## config.mk

```make
export PLATFORM = sky130hd
export DESIGN_NAME = integer_to_roman_numeral_top
export DESIGN_NICKNAME = d
export VERILOG_FILES = /design/src/rtl/i2r_pkg.sv /design/src/rtl/i2r_front.sv /design/src/rtl/i2r_fifo.sv /design/src/rtl/i2r_back.sv /design/src/rtl/integer_to_roman_numeral_top.sv
export SDC_FILE = /design/constraint.sdc
export NUM_CORES = 1
export LEC_CHECK = 0
export BUFFER_PORTS_ARGS = -buffer_cell sky130_fd_sc_hd__clkbuf_2
export CAP_MARGIN = 20
export CORE_AREA = 2 2 181 130
export DETAILED_ROUTE_END_ITERATION = 10
export DIE_AREA = 0 0 183 132
export GPL_ROUTABILITY_DRIVEN = 0
export PLACE_DENSITY_LB_ADDON = 0.2
export SETUP_SLACK_MARGIN = 0.02
export SYNTH_ARGS = -nofsm -noshare
export SYNTH_HDL_FRONTEND = slang
export SYNTH_SLANG_ARGS = --single-unit
```

## constraint.sdc

```tcl
create_clock -name clk -period 3.6 [get_ports clk]
set_clock_uncertainty 0.1 [all_clocks]
set_input_delay 0.18 -clock clk [delete_from_list [all_inputs] [get_ports clk]]
set_output_delay 0.18 -clock clk [all_outputs]
set_load 0.005 [all_outputs]
```

## src/rtl/i2r_pkg.sv

```systemverilog
// Shared types, letter tables and spelling helpers for the Roman numeral converter.
package i2r_pkg;

  localparam int unsigned CFG_IDX_W  = 8;
  localparam int unsigned CFG_DATA_W = 8;

  localparam logic [CFG_IDX_W-1:0] CFG_IDX_ADDITIVE = 8'd0;
  localparam logic [CFG_IDX_W-1:0] CFG_IDX_LOWER    = 8'd1;

  localparam logic [11:0] MAX_VALUE = 12'd3999;
  localparam int unsigned Thousand  = 1000;
  localparam int unsigned Hundred   = 100;
  localparam int unsigned Ten       = 10;

  localparam logic [7:0] LOWER_BIT = 8'h20;

  // Letters by emit position: thousands, hundreds, tens, units.
  localparam logic [7:0] ONE_LETTER  [4] = '{8'h4D, 8'h43, 8'h58, 8'h49}; // M C X I
  localparam logic [7:0] FIVE_LETTER [4] = '{8'h00, 8'h44, 8'h4C, 8'h56}; // - D L V
  localparam logic [7:0] TEN_LETTER  [4] = '{8'h00, 8'h4D, 8'h43, 8'h58}; // - M C X

  // Decoded item: dig[0] thousands .. dig[3] units.
  typedef struct packed {
    logic            empty;
    logic [3:0][3:0] dig;
  } i2r_item_t;

  // Number of letters one digit spells.
  function automatic logic [2:0] digit_len(input logic [3:0] d, input logic additive,
                                           input logic is_thousands);
    logic [2:0] len;
    if (is_thousands) begin
      len = d[2:0];
    end else if (!additive && (d == 4'd4 || d == 4'd9)) begin
      len = 3'd2;
    end else if (d >= 4'd5) begin
      len = 3'(d - 4'd4);
    end else begin
      len = d[2:0];
    end
    return len;
  endfunction

endpackage

```

## src/rtl/i2r_front.sv

```systemverilog
// Front end: accepts values, checks range and splits them into decimal digits.
module i2r_front (
  input  logic                clk,
  input  logic                rst,
  input  logic                in_valid,
  output logic                in_ready,
  input  logic [11:0]         value,
  output logic                push,
  input  logic                q_full,
  output i2r_pkg::i2r_item_t  item
);

  logic        a_valid;
  logic        a_empty;
  logic [1:0]  a_th;
  logic [9:0]  a_r1;
  logic        b_valid;
  logic        b_empty;
  logic [1:0]  b_th;
  logic [3:0]  b_h;
  logic [6:0]  b_r2;

  logic        b_ready;
  logic        a_load;
  logic [1:0]  th_next;
  logic [3:0]  h_next;
  logic [3:0]  t_cur;
  logic [3:0]  u_cur;

  assign push     = b_valid && !q_full;
  assign b_ready  = !b_valid || !q_full;
  assign in_ready = !a_valid || b_ready;
  assign a_load   = in_valid && in_ready;

  always_comb begin
    th_next = 2'd0;
    for (int i = 1; i <= 3; i++) begin
      if (value >= 12'(i * i2r_pkg::Thousand)) th_next = 2'(i);
    end
  end

  always_comb begin
    h_next = 4'd0;
    for (int i = 1; i <= 9; i++) begin
      if (a_r1 >= 10'(i * i2r_pkg::Hundred)) h_next = 4'(i);
    end
  end

  always_comb begin
    t_cur = 4'd0;
    for (int i = 1; i <= 9; i++) begin
      if (b_r2 >= 7'(i * i2r_pkg::Ten)) t_cur = 4'(i);
    end
    u_cur = 4'(b_r2 - 7'(t_cur) * 7'(i2r_pkg::Ten));
  end

  always_comb begin
    item.empty  = b_empty;
    item.dig[0] = {2'b00, b_th};
    item.dig[1] = b_h;
    item.dig[2] = t_cur;
    item.dig[3] = u_cur;
  end

  always_ff @(posedge clk) begin
    if (rst) begin
      a_valid <= 1'b0;
      b_valid <= 1'b0;
    end else begin
      if (in_ready) a_valid <= in_valid;
      if (b_ready)  b_valid <= a_valid;
    end
  end

  always_ff @(posedge clk) begin
    if (a_load) begin
      a_empty <= (value == 12'd0) || (value > i2r_pkg::MAX_VALUE);
      a_th    <= th_next;
      a_r1    <= 10'(value - 12'(th_next) * 12'(i2r_pkg::Thousand));
    end
    if (b_ready && a_valid) begin
      b_empty <= a_empty;
      b_th    <= a_th;
      b_h     <= h_next;
      b_r2    <= 7'(a_r1 - 10'(h_next) * 10'(i2r_pkg::Hundred));
    end
  end

endmodule

```

## src/rtl/i2r_fifo.sv

```systemverilog
// Short queue of decoded items between front end and letter sequencer.
module i2r_fifo #(
  parameter int unsigned DEPTH = 4  // 2 or more
) (
  input  logic                clk,
  input  logic                rst,
  input  logic                push,
  input  i2r_pkg::i2r_item_t  wr_item,
  output logic                full,
  input  logic                pop,
  output logic                head_valid,
  output i2r_pkg::i2r_item_t  head
);

  localparam int unsigned AW = $clog2(DEPTH);
  localparam int unsigned CW = $clog2(DEPTH + 1);

  i2r_pkg::i2r_item_t slots [DEPTH];
  logic [AW-1:0] wr_ptr;
  logic [AW-1:0] rd_ptr;
  logic [CW-1:0] count;

  assign full       = (count == CW'(DEPTH));
  assign head_valid = (count != '0);
  assign head       = slots[rd_ptr];

  always_ff @(posedge clk) begin
    if (rst) begin
      wr_ptr <= '0;
      rd_ptr <= '0;
      count  <= '0;
    end else begin
      if (push) wr_ptr <= (wr_ptr == AW'(DEPTH - 1)) ? '0 : wr_ptr + 1'b1;
      if (pop)  rd_ptr <= (rd_ptr == AW'(DEPTH - 1)) ? '0 : rd_ptr + 1'b1;
      if (push && !pop)      count <= count + 1'b1;
      else if (pop && !push) count <= count - 1'b1;
    end
  end

  always_ff @(posedge clk) begin
    if (push) slots[wr_ptr] <= wr_item;
  end

  assert property (@(posedge clk) disable iff (rst) push |-> !full)
    else $error("push into full queue");
  assert property (@(posedge clk) disable iff (rst) pop |-> head_valid)
    else $error("pop from empty queue");
  assert property (@(posedge clk) disable iff (rst) count <= CW'(DEPTH))
    else $error("queue count overflow");

endmodule

```

## src/rtl/i2r_back.sv

```systemverilog
// Letter sequencer: walks the digits of one item and emits one letter per cycle while m_tready lets the output move.
module i2r_back (
  input  logic                clk,
  input  logic                rst,
  input  logic                head_valid,
  input  i2r_pkg::i2r_item_t  head,
  output logic                pop,
  input  logic                additive,
  input  logic                lower,
  output logic                m_tvalid,
  input  logic                m_tready,
  output logic [7:0]          m_tdata,
  output logic                m_tlast,
  output logic                m_tuser
);

  logic               busy;
  i2r_pkg::i2r_item_t cur;
  logic [1:0]         pos;
  logic [2:0]         k;

  logic [2:0] len_c [4];
  logic [3:0] nz_c;
  logic [3:0] nz_h;
  logic [3:0] later;
  logic       has_later;
  logic [1:0] next_pos;
  logic [1:0] start_pos;
  logic       dig_end;
  logic       item_end;
  logic       adv;
  logic       emit;
  logic [3:0] d;
  logic [7:0] letter;

  always_comb begin
    for (int p = 0; p < 4; p++) begin
      len_c[p] = i2r_pkg::digit_len(cur.dig[p], additive, p == 0);
      nz_c[p]  = (len_c[p] != 3'd0);
      nz_h[p]  = (i2r_pkg::digit_len(head.dig[p], additive, p == 0) != 3'd0);
      later[p] = nz_c[p] && (2'(p) > pos);
    end
    has_later = |later;
    next_pos  = 2'd3;
    start_pos = 2'd3;
    for (int p = 3; p >= 0; p--) begin
      if (later[p]) next_pos = 2'(p);
      if (nz_h[p])  start_pos = 2'(p);
    end
  end

  assign dig_end  = (3'(k + 3'd1) == len_c[pos]);
  assign item_end = cur.empty || (dig_end && !has_later);
  assign adv      = !m_tvalid || m_tready;
  assign emit     = busy && adv;
  assign pop      = head_valid && (!busy || (emit && item_end));
  assign d        = cur.dig[pos];

  always_comb begin
    letter = i2r_pkg::ONE_LETTER[pos];
    if (pos != 2'd0) begin
      if (!additive && d == 4'd4) begin
        if (k != 3'd0) letter = i2r_pkg::FIVE_LETTER[pos];
      end else if (!additive && d == 4'd9) begin
        if (k != 3'd0) letter = i2r_pkg::TEN_LETTER[pos];
      end else if (d >= 4'd5) begin
        if (k == 3'd0) letter = i2r_pkg::FIVE_LETTER[pos];
      end
    end
    if (lower) letter = letter | i2r_pkg::LOWER_BIT;
    if (cur.empty) letter = 8'h00;
  end

  always_ff @(posedge clk) begin
    if (rst) begin
      busy     <= 1'b0;
      m_tvalid <= 1'b0;
      pos      <= 2'd0;
      k        <= 3'd0;
    end else begin
      if (adv) m_tvalid <= busy;
      if (emit && !item_end) begin
        if (dig_end) begin
          pos <= next_pos;
          k   <= 3'd0;
        end else begin
          k <= k + 3'd1;
        end
      end
      if (pop) begin
        busy <= 1'b1;
        pos  <= start_pos;
        k    <= 3'd0;
      end else if (emit && item_end) begin
        busy <= 1'b0;
      end
    end
  end

  always_ff @(posedge clk) begin
    if (pop) cur <= head;
    if (emit) begin
      m_tdata <= letter;
      m_tlast <= item_end;
      m_tuser <= cur.empty;
    end
  end

  assert property (@(posedge clk) disable iff (rst) (m_tvalid && m_tuser) |-> m_tlast)
    else $error("empty result without last flag");
  assert property (@(posedge clk) disable iff (rst)
                   (m_tvalid && m_tuser) |-> (m_tdata == 8'h00))
    else $error("empty result carries a letter");
  assert property (@(posedge clk) disable iff (rst)
                   (m_tvalid && !m_tuser) |-> (m_tdata != 8'h00))
    else $error("numeral letter is zero");
  assert property (@(posedge clk) disable iff (rst)
                   (busy && !cur.empty) |-> (k < len_c[pos]))
    else $error("letter index past end of digit");

endmodule

```

## src/rtl/integer_to_roman_numeral_top.sv

```systemverilog
// Top level of the integer to Roman numeral converter.
// Usage:
//   s_* channel takes one value per item (s_tdata[11:0]). m_* channel returns
//   the numeral as a run of ASCII letters, one letter per item, m_tlast on the
//   final letter. A value of 0 or above 3999 returns a single item with
//   m_tdata 0 and m_tuser and m_tlast set.
//   cfg_* writes a register: index 0 selects the additive long form (bit 0),
//   index 1 selects lower case (bit 0); other indexes are ignored. cfg_ready
//   is always high; write only while no conversion is in flight.
// The first letter of a value passes the two digit split stages, the queue,
//   the sequencer load and the output register.
// Throughput: one letter per cycle while m_tready is high; a numeral has
//   1 to 18 letters. The letter sequencer, which walks one letter of one
//   digit per cycle, sets this. Items follow
//   one another with no gap while the queue holds work.
// Reset clears the pipeline, the queue and both registers (short form,
//   upper case). When m_tready is low the output item holds, the queue fills
//   behind it, and s_tready drops once the front stages are full too.
module integer_to_roman_numeral_top #(
  parameter int unsigned FIFO_DEPTH = 4
) (
  input  logic                              clk,
  input  logic                              rst,
  input  logic                              s_tvalid,
  output logic                              s_tready,
  input  logic [15:0]                       s_tdata,   // [11:0] value, [15:12] zero
  output logic                              m_tvalid,
  input  logic                              m_tready,
  output logic [7:0]                        m_tdata,   // [7:0] letter
  output logic                              m_tlast,
  output logic                              m_tuser,   // [0] empty_res
  input  logic                              cfg_valid,
  output logic                              cfg_ready,
  input  logic [i2r_pkg::CFG_IDX_W-1:0]     cfg_index,
  input  logic [i2r_pkg::CFG_DATA_W-1:0]    cfg_data
);

  logic               additive_mode;
  logic               lower_case;
  logic               push;
  logic               q_full;
  logic               pop;
  logic               head_valid;
  i2r_pkg::i2r_item_t wr_item;
  i2r_pkg::i2r_item_t head;

  assign cfg_ready = 1'b1;

  always_ff @(posedge clk) begin
    if (rst) begin
      additive_mode <= 1'b0;
      lower_case    <= 1'b0;
    end else if (cfg_valid) begin
      if (cfg_index == i2r_pkg::CFG_IDX_ADDITIVE) additive_mode <= cfg_data[0];
      if (cfg_index == i2r_pkg::CFG_IDX_LOWER)    lower_case    <= cfg_data[0];
    end
  end

  i2r_front u_front (
    .clk      (clk),
    .rst      (rst),
    .in_valid (s_tvalid),
    .in_ready (s_tready),
    .value    (s_tdata[11:0]),
    .push     (push),
    .q_full   (q_full),
    .item     (wr_item)
  );

  i2r_fifo #(
    .DEPTH (FIFO_DEPTH)
  ) u_fifo (
    .clk        (clk),
    .rst        (rst),
    .push       (push),
    .wr_item    (wr_item),
    .full       (q_full),
    .pop        (pop),
    .head_valid (head_valid),
    .head       (head)
  );

  i2r_back u_back (
    .clk        (clk),
    .rst        (rst),
    .head_valid (head_valid),
    .head       (head),
    .pop        (pop),
    .additive   (additive_mode),
    .lower      (lower_case),
    .m_tvalid   (m_tvalid),
    .m_tready   (m_tready),
    .m_tdata    (m_tdata),
    .m_tlast    (m_tlast),
    .m_tuser    (m_tuser)
  );

endmodule

```

After elaboration in Yosys (flattened, before gate mapping) --
Memory sizes are Yosys's and may differ from the RTL's. A register that Yosys moved wholly into a read port is not among the register bits. Index checks and enable logic that the tools add are counted.
Storage, ports and cells: register bits after elaboration 72, memory bits (writable) 60, logic and storage cells 232, memories 1
Memory list:
- u_fifo.slots | words 4, bits a word 15, read ports 1, clocked after Yosys merged registers in 1, write ports 1, line i2r_fifo.sv:18 | i2r_pkg::i2r_item_t slots [DEPTH];
Cells by class: $lt $le $gt $ge 34, equality and inequality tests 17, add/subtract/negate cells 13, reduce and logical (&&, ||, !) cells 64, multiplexer cells 73, multiply operators 3, bitwise gates (word level) 1
Operators with widths (count):
- two-way mux 8 bit | 13
- two-way mux 3 bit | 23
- binary-select mux 8 bit (select 2 bit) | 3
- greater-or-equal comparator 10 bit (second input constant) | 4
- two-way mux 2 bit | 17
- greater-or-equal comparator 10 x 9 -> 1 bit (second input constant) | 3
- nonzero test 3 bit | 9
- == test 4 x 3 -> 1 bit (second input constant) | 6
- == test 4 bit (second input constant) | 6
- greater-or-equal comparator 4 x 3 -> 1 bit (second input constant) | 6
- greater-or-equal comparator 7 x 6 -> 1 bit (second input constant) | 3
- greater-or-equal comparator 7 bit (second input constant) | 3
- logical AND 1 bit | 21
- two-way mux 4 bit | 5
- subtractor 3 bit (second input constant) | 5
- greater-or-equal comparator 7 x 5 -> 1 bit (second input constant) | 2
- greater-or-equal comparator 12 x 10 -> 1 bit (second input constant) | 1
- greater-or-equal comparator 12 x 11 -> 1 bit (second input constant) | 1
- greater-or-equal comparator 12 bit (second input constant) | 1
- greater-than comparator 12 bit (second input constant) | 1
- zero test 12 bit | 1
- logical OR 1 bit | 11
- greater-or-equal comparator 10 x 7 -> 1 bit (second input constant) | 1
- greater-or-equal comparator 10 x 8 -> 1 bit (second input constant) | 1
- 30 further kinds | 58

Longest topological paths before layout --
Gate-level depths: netlist of run 1.
depth in word-level cells 16, gate-level depth with buffers 15, mapped depth without buffers 14

Hierarchy --
From an unflattened synthesis of run 1, not the netlist that was laid out.
Second synthesis, totals: cell total of the unflattened synthesis 533, area total of the unflattened synthesis 7070.5 um2
By module, submodules not included:
- i2r_fifo | area each 2934.1 um2, instances 1, cells each 133
- i2r_back | area each 2090.8 um2, instances 1, cells each 197
- i2r_front | area each 1924.3 um2, instances 1, cells each 189
- integer_to_roman_numeral_top | area each 121.4 um2, instances 1, cells each 14

Worst setup path before layout of run 1 --
OpenSTA, ideal clock, no wires.
path type reg-to-reg, start reg u_back.cur[5] in the netlist's numbering, end reg u_fifo.count[2], setup time 0.070 ns, cell stages (with the launch flop) 13, arrival time 3.055 ns, period minus slack after synthesis 3.225 ns, required time 3.430 ns, setup slack 0.375 ns, cells stage by stage edfxtp_1 > or4b_1 > a221oi_1 > a31oi_1 > xnor2_1 > nor2_2 > a31oi_4 > ha_1 > inv_1 > fa_1 > xor2_1 > or3_1 > a21oi_1
On the way: cells in the longest elaborated chain, start to end 16, elaborated cells on any way between the ends 26, those cells by class 1 x add/sub; 1 x order compare; 3 x eq/ne; 6 x mux; 15 x reduce/logical
Ends and longest elaborated chain:
- start: declaration | line i2r_back.sv:18 | i2r_pkg::i2r_item_t cur;
- start signal: assignment | line i2r_back.sv:101 | if (pop) cur <= head;
- branches (longest 3 deep; another with greater-or-equal comparator 4 x 3 -> 1 bit)
- two-way mux 3 bit (*) | line i2r_pkg.sv:34 | end else if (!additive && (d == 4'd4 || d == 4'd9)) begin
- binary-select mux 3 bit (select 2 bit) or nonzero test 3 bit (tied branches) | line i2r_back.sv:52, i2r_back.sv:39
- two-way mux 3 bit (implied by the code) or logical AND 1 bit (tied branches) | line i2r_back.sv:52, i2r_back.sv:41
- two-way mux 3 bit (implied by the code) or OR reduction 4 bit (tied branches) | line i2r_back.sv:52, i2r_back.sv:43
- == test 3 bit or zero test 1 bit (tied branches) | line i2r_back.sv:52, i2r_back.sv:53
- logical AND 1 bit (*) | line i2r_back.sv:53 | assign item_end = cur.empty || (dig_end && !has_later);
- logical OR 1 bit (*) | line i2r_back.sv:53
- logical AND 1 bit (*) | line i2r_back.sv:56 | assign pop = head_valid && (!busy || (emit && item_end));
- logical OR 1 bit (*) | line i2r_back.sv:56
- logical AND 1 bit (*) | line i2r_back.sv:56
- zero test 1 bit | line i2r_fifo.sv:35 | if (push && !pop) count <= count + 1'b1;
- logical AND 1 bit | line i2r_fifo.sv:35
- two-way mux 3 bit or nonzero test 2 bit (tied branches)
- end signal: assignment | line i2r_fifo.sv:35
- end signal: assignment | line i2r_fifo.sv:36 | else if (pop && !push) count <= count - 1'b1;
- end: declaration | line i2r_fifo.sv:21 | logic [CW-1:0] count;
Mark *: on every way between the ends. The select of a mux whose other input is x is not followed. A chain may end at the register's enable or synchronous reset.

Worst setup path after layout of run 1 --
start reg additive_mode, end reg u_fifo.count[2]
On the way: cells in the longest elaborated chain, start to end 15, elaborated cells on any way between the ends 29, those cells by class 1 x eq/ne; 7 x mux; 21 x reduce/logical
Ends and longest elaborated chain:
- start: declaration | line integer_to_roman_numeral_top.sv:38 | logic additive_mode;
- start signal: assignment | line integer_to_roman_numeral_top.sv:54 | if (cfg_index == i2r_pkg::CFG_IDX_ADDITIVE) additive_mode <= cfg_data[0];
- zero test 1 bit (*)
- logical AND 1 bit | line i2r_pkg.sv:34
- two-way mux 3 bit | line i2r_pkg.sv:34
- binary-select mux 3 bit (select 2 bit) or nonzero test 3 bit (tied branches) | line i2r_back.sv:52, i2r_back.sv:39
- two-way mux 3 bit (implied by the code) or logical AND 1 bit (tied branches) | line i2r_back.sv:52, i2r_back.sv:41
- two-way mux 3 bit (implied by the code) or OR reduction 4 bit (tied branches) | line i2r_back.sv:52, i2r_back.sv:43
- == test 3 bit or zero test 1 bit (tied branches) | line i2r_back.sv:52, i2r_back.sv:53
- logical AND 1 bit (*) | line i2r_back.sv:53
- logical OR 1 bit (*) | line i2r_back.sv:53
- logical AND 1 bit (*) | line i2r_back.sv:56
- logical OR 1 bit (*) | line i2r_back.sv:56
- logical AND 1 bit (*) | line i2r_back.sv:56
- zero test 1 bit | line i2r_fifo.sv:35
- logical AND 1 bit | line i2r_fifo.sv:35
- two-way mux 3 bit or nonzero test 2 bit (tied branches)
Every way passes the cells marked *; elsewhere a longest branch is shown, timed or not. The select of a mux whose other input is x is not followed.

==> impl_results.md, run 1 <==
* Outcome: complete, no violations
* Clock-pin slew on the worst setup and hold paths at about 0.06 ns
* Synth Cell Area at ~6600 um2
* Initial Util at 29.52%
* Final setup vio count at 0
* Combinational share of power at a little under a third
* HP Class: input port to flip-flop
* Yosys cell types at 73
* H-tree Lvls at 4
* Final Cell Area at ~7800 um2
* Worst-skew pair later-pin latency at 0.42 ns
* CP bufs+invs at 2
* Final Hold Vio Count at 0
* Reg2reg path depth at 13
* Tcrit/Tclk final at 94.01%
* Commonest non-fill, non-tap cell in the layout: edfxtp_1
* Die Y-Extent at 132 um
* HP Start: cfg_index[0]
* Pwr Density at between 700 and 800 nW/um2
* Clock power frac at 29.0%
* Slew headroom at a little over two fifths
* Worst R2R Start: additive_mode
* NumNets Final at around 650
* Sequential share of the synthesized area at between 50% and 60%
* Worst slew pin tran at about 0.87 ns
* R2R setup slack at 0.22 ns
* Main flop type after synthesis: edfxtp_1
* Hold path cells at 4
* Min Hold Slack at between 0.02 and 0.025 ns
* # diodes at 0
* CTS root buf: clkbuf_16
* TritonCTS clock tree: built
* Post-synthesis register bit count at 131
* Tmin final at roughly 3.4 ns
* CP Launch Type: flip-flop
* Most frequent cells in the layout: edfxtp_1 (111), inv_1 (43), nor2_1 (39)
* Largest net degree at the start of global routing at 17
* Largest stage delay on the critical path at between 0.5 and 0.6 ns
* Hold Path Sink: additive_mode
* Pre-antenna DRT Iters at 5
* Post-DP HPWL at between 9000 and 10000 um
* # fillers at between 2000 and 2500
* Area grow syn2layout at 18.69%
* Worst-path cell chain: buf_4 -> nor2_1 -> a2111o_1 -> a31oi_2 -> xnor2_1 -> nor2_2 -> a31oi_4 -> ha_1 -> inv_1 -> fa_1 -> xor2_1 -> or3_1 -> a21oi_1
* Drt first-iter violations at slightly below 300
* Switch share at about a third
* Post-synth EDFFs at about 110
* Post-DRT Antenna Nets at 0
* Worst Setup End Kind: flip-flop
* Synthesized instance count at around 520
* I/O pins at 50
* Slew Limit Fails at 0
* Sequential power share at between 30 and 40%
* Initial antenna violation count at 0
* Final core utilization at around a third
* Clock tree sinks at 131
* Leak at around 0.0028 uW
* P_int at 3948 uW
* Vias in the first global route at 4119
* Vias at about 4200
* Net Sw Power at 2030 uW
* Drt total wl at approximately 13000 um
* Max FO, Critical Path at 9
* Fmax at approximately 0.3 GHz
* Ys Warns at 0
* Critical path class: flip-flop to flip-flop
* Worst EP required at approximately 3.8 ns
* Area of the die at approximately 24000 um2
* Clk buf depth at 2
* Chip width at roughly 180 um
* Reg2reg end: u_fifo.count[2]
* Total track usage at between 10% and 20%
* Post-Layout Cell Count at roughly 880
* CTS Buf Count at 17
* Grt total ovfl at 0
* Fraction of registers with async set/reset at 0%
* Placed cell count at ~840
* RSZ-0062 raised after global routing: no
* Critical path data arrival time at 3.63 ns
* DR DRC count at 0
* Buffers on Ports at 36
* Setup TNS Final at 0 ns
* Wire length per cell at about 15 um
* Multi-input logic area at about 2600 um2
* FF+latch area at 3734 um2
* Vias per Instance at 4.792
* CP delay by family, top: compound AO/OA/AOI/OAI gates
* Share of layout cells above drive strength 1 at a little under a fifth
* Synth Net Count at between 500 and 600
* CP max stage cell: dfxtp_1
* Core Area at ~22000 um2
* Placement Cell Area at just over 7000 um2
* Number of cell rows at between 40 and 50
* First-pass GRT wire length at between 20000 and 25000 um
* Crit. path cell count at 13
* Mean Syn Cell Area at around 13 um2
* Max-Cap Viols at 0
* Worst VDD drop at 0.3946 mV
-- cell families (layout without fill, tap and decap cells) --
logic type	after synthesis	in the layout	synth area share (%)
AND/OR/NAND/NOR	133	133	10.57
flip-flops	131	131	56.63
AO/OA/AOI/OAI	110	110	11.60
buffers and inverters	60	132	3.606
adder cells (fa/ha/maj)	33	33	6.681
multiplexers	28	28	7.497
XOR/XNOR	24	24	3.302
other	2	2	0.1139
-- worst register-to-register path: stages (launching register included) --
cell and delay [ns]:
dfxtp_1 0.52, buf_4 0.24, nor2_1 0.06, a2111o_1 0.42, a31oi_2 0.21, xnor2_1 0.15, nor2_2 0.12, a31oi_4 0.20
ha_1 0.21, inv_1 0.06, fa_1 0.38, xor2_1 0.18, or3_1 0.32, a21oi_1 0.14
-- cell usage after synthesis (2+ instances only) --
cell | count | area [um2]
nand2b_1 | 11 | 68.82
xnor2_1 | 13 | 113.9
edfxtp_1 | 111 | 3333
o2111ai_1 | 2 | 17.52
o21ai_0 | 25 | 125.1
nand2_1 | 18 | 67.56
nor4_1 | 4 | 25.02
buf_4 | 2 | 15.01
or4b_1 | 2 | 20.02
conb_1 | 2 | 7.510
buf_2 | 4 | 20.02
a31oi_1 | 6 | 37.54
nor3_1 | 8 | 40.04
a221oi_1 | 2 | 17.52
nor2b_1 | 13 | 81.33
and2_1 | 5 | 31.28
inv_1 | 43 | 161.4
o22ai_1 | 3 | 18.77
o21ai_1 | 2 | 10.01
a21o_1 | 7 | 52.55
a21boi_0 | 2 | 15.01
a311oi_2 | 2 | 30.03
mux4_2 | 17 | 382.9
mux2i_1 | 10 | 100.1
a41o_1 | 2 | 20.02
or3_1 | 6 | 37.54
and3_1 | 2 | 12.51
a311oi_1 | 3 | 26.28
nor2_1 | 39 | 146.4
clkbuf_1 | 10 | 37.54
dfxtp_1 | 20 | 400.4
nand4_1 | 4 | 25.02
nand3_1 | 11 | 55.05
o211ai_1 | 2 | 15.01
xor2_1 | 10 | 87.58
o31ai_1 | 2 | 15.01
o311ai_0 | 2 | 17.52
a21oi_1 | 28 | 140.1
ha_1 | 28 | 350.3
nand4b_1 | 2 | 17.52
fa_1 | 4 | 80.08
-- routing by layer --
metal | global-route usage (%) | share of wire [%] | vias to the layer above
met5 | 0 | 0 | -
met4 | 4.267 | 1.0 | 0
met3 | 3.619 | 5.1 | 11
met2 | 16.41 | 43 | 98
met1 | 16.78 | 51 | 2039
li1 | - | - | 2074
-- worst max path at each step --
stage	start	to	slack (ns)
after CTS	u_front.a_r1[6]	u_front.b_r2[6]	0.18
after floorplan	u_back.cur[5]	u_fifo.count[2]	0.38
final	additive_mode	u_fifo.count[2]	0.22
after global placement	u_front.a_r1[6]	u_front.b_r2[6]	0.24
after global routing	additive_mode	u_fifo.count[2]	0.04
after detailed placement	u_front.a_r1[6]	u_front.b_r2[6]	0.19
-- power groups by stage --
stage / clock [uW] / sequential, uW / combinational [uW]
final: 1730 / 2350 / 1890
after global routing: 1840 / 2390 / 2130
after CTS: 1770 / 2360 / 1890
after detailed placement: 0 / 2390 / 1880
after global placement: 0 / 2380 / 1840
after floorplan: 0 / 2270 / 1400
-- cell type report --
type | instances | share of cell area [%]
inverters | 44 | 2.111
well taps | 288 | 4.605
clock inverters | 15 | 2.223
multi-input cells | 330 | 33.50
repair buffers | 56 | 4.413
clock buffers | 17 | 5.437
flip-flops and latches | 131 | 47.71
-- registers in the layout (all words and copies together) (netlist names), 2 cells and up, named ones only --
register        flops
u_front.b_th        2
u_fifo.slots       60
u_front.b_r2        7
u_fifo.rd_ptr       2
u_back.k            3
u_front.a_th        2
u_front.b_h         4
u_front.a_r1       10
u_fifo.count        3
u_fifo.wr_ptr       2
u_back.pos          2
u_back.cur         15
u_back.m_tdata      7
-- metrics by stage --
stage,setup slack (ns),total power [uW]
final,0.2155,5978
after global routing,0.03831,6364
after CTS,0.1782,6022
after detailed placement,0.1880,4261
after global placement,0.2433,4218
after floorplan,0.3751,3671
-- repair_timing --
action	in CTS	in global routing
resized for setup	0	2
buffers inserted	0	1
hold endpoints to repair	6	0
hold buffers	6	0
endpoints found under the setup margin	0	2
No activity file was read; power rests on OpenSTA's default activity.
==> run 2: changes to the inputs <==
--- a/config.mk
+++ b/config.mk
@@ -12,6 +12,7 @@
 export DIE_AREA = 0 0 183 132
 export GPL_ROUTABILITY_DRIVEN = 0
 export PLACE_DENSITY_LB_ADDON = 0.2
+export RECOVER_POWER = 50
 export SETUP_SLACK_MARGIN = 0.02
 export SYNTH_ARGS = -nofsm -noshare
 export SYNTH_HDL_FRONTEND = slang
==> impl_results.md, run 2 (synthesis results as in run 1) <==
* Leak at 0.002787 uW
* CTS root buf: clkbuf_16
* Crit. path cell count at 13
* Slew headroom at 35.49%
* Commonest non-fill, non-tap cell in the layout: edfxtp_1
* Worst EP required at between 3 and 4 ns
* Vias per Instance at 4.780
* First-pass GRT wire length at approximately 22000 um
* TritonCTS clock tree: built
* CP max stage cell: dfxtp_1
* Min Hold Slack at between 0.02 and 0.025 ns
* CP bufs+invs at 2
* # fillers at ~2200
* Total track usage at about an eighth
* Clock-pin slew on the worst setup and hold paths at roughly 0.06 ns
* Grt total ovfl at 0
* Slew Limit Fails at 0
* CTS Buf Count at 17
* Post-DRT Antenna Nets at 0
* HP Class: input port to flip-flop
* Number of cell rows at 46
* NumNets Final at around 650
* Pre-antenna DRT Iters at 5
* Largest stage delay on the critical path at around 0.52 ns
* Area of the die at around 24000 um2
* P_int at about 3900 uW
* Worst slew pin tran at 0.9676 ns
* Most frequent cells in the layout: edfxtp_1 (111), inv_1 (43), nor2_1 (39)
* Tcrit/Tclk final at 94.02%
* Initial Util at between 20 and 30%
* Max FO, Critical Path at 9
* Worst VDD drop at just under 0.4 mV
* Reg2reg path depth at 13
* Vias at about 4200
* DR DRC count at 0
* Final setup vio count at 0
* Vias in the first global route at approximately 4100
* Max FFs per register at 60
* Post-DP HPWL at about 9800 um
* CP delay by family, top: compound AO/OA/AOI/OAI gates
* Pwr Density at about 760 nW/um2
* Outcome: complete, no violations
* Reg with most FFs: u_fifo.slots
* Biggest regs: u_fifo.slots: 60 flops, u_back.cur: 15 flops, u_front.a_r1: 10 flops
* # diodes at 0
* Largest net degree at the start of global routing at 17
* Clk buf depth at 2
* Core Area at around 22000 um2
* Net Sw Power at 2030 uW
* Clock power frac at between 20 and 30%
* Hold path cells at 4
* Multi-input logic area at approximately 2600 um2
* FF+latch area at between 3000 and 4000 um2
* Share of layout cells above drive strength 1 at 16.02%
* Drt first-iter violations at between 200 and 300
* I/O pins at 50
* Worst-skew pair later-pin latency at 0.42 ns
* Area grow syn2layout at 18.22%
* Worst Setup End Kind: flip-flop
* Setup TNS Final at 0 ns
* Clock tree sinks at 131
* Die Y-Extent at roughly 130 um
* Buffers on Ports at 36
* Chip width at 183 um
* Fmax at 0.2954 GHz
* H-tree Lvls at 4
* Final Hold Vio Count at 0
* Worst-path cell chain: buf_4 -> nor2_1 -> a2111o_1 -> a31oi_2 -> xnor2_1 -> nor2_2 -> a31oi_4 -> ha_1 -> inv_1 -> fa_1 -> xor2_1 -> or3_1 -> a21oi_1
* CP Launch Type: flip-flop
* Drt total wl at approximately 13000 um
* Max-Cap Viols at 0
* Wire length per cell at 15.27 um
* Critical path data arrival time at approximately 3.6 ns
* Initial antenna violation count at 0
* Critical path class: flip-flop to flip-flop
* RSZ-0062 raised after global routing: no
* Switch share at between 30% and 40%
* Tmin final at about 3.4 ns
* Combinational share of power at approximately a third
* Sequential power share at between 30% and 40%
-- run 2: changes by cell type in the layout (fill, tap and decap cells not counted) --
cell / delta
a21boi_0: +1
a21boi_1: -1
buf_4: -4
clkbuf_1: +17
clkbuf_2: -13
-- run 2: timing repair --
action	in CTS	in global routing
hold buffers	6	0
endpoints found under the hold margin	6	0
setup endpoints to repair	0	2
setup buffers	0	1
resized for setup	0	2
-- run 2: area by class of cell --
cell class	count	area share [%]
clock buffer	17	5.458
clock inverter	15	2.232
inverter	44	2.119
multi-input combinational	330	33.63
sequential	131	47.90
tap	288	4.624
timing repair buffer	56	4.030
-- run 2: power groups by stage --
stage	Clock, uW	Combinational [uW]	Sequential (uW)
after detailed placement	0	1880	2390
after CTS	1770	1890	2360
after floorplan	0	1400	2270
after global placement	0	1840	2380
after global routing	1840	2120	2390
final	1730	1880	2350
-- run 2: routing by layer --
metal / up-vias / global-route usage (%) / wire length (um)
li1: 2078 / - / -
met1: 2034 / 16.78 / 6955
met2: 88 / 16.41 / 5738
met3: 11 / 3.619 / 625
met4: 0 / 4.267 / 137
met5: - / 0 / 0
-- run 2: final timing paths --
| path | start | end | slack [ns] |
|---|---|---|---|
| max | additive_mode | u_fifo.count[2] | 0.22 |
| min | cfg_index[0] | additive_mode | 0.02 |
| max reg2reg | additive_mode | u_fifo.count[2] | 0.22 |
| min reg2reg | u_front.a_r1[0] | u_front.b_r2[0] | 0.32 |
-- run 2: through the flow --
step	utilization [%]	instances	area [um2]	setup slack [ns]	power (uW)
floorplan	-	521	6593	0.3751	3671
global placement	32.05	842	7158	0.2433	4218
detailed placement	32.05	842	7158	0.1880	4261
CTS	35.01	880	7818	0.1782	6022
global route	34.90	881	7794	0.03709	6347
finish	34.90	881	7794	0.2153	5961
-- run 2: tightest hold or removal path: cells and delay by family --
family / cells / cell delay (ns)
mux: 1 / 0.11
simple gates: 2 / 0.12
buf+inv: 1 / 0.09
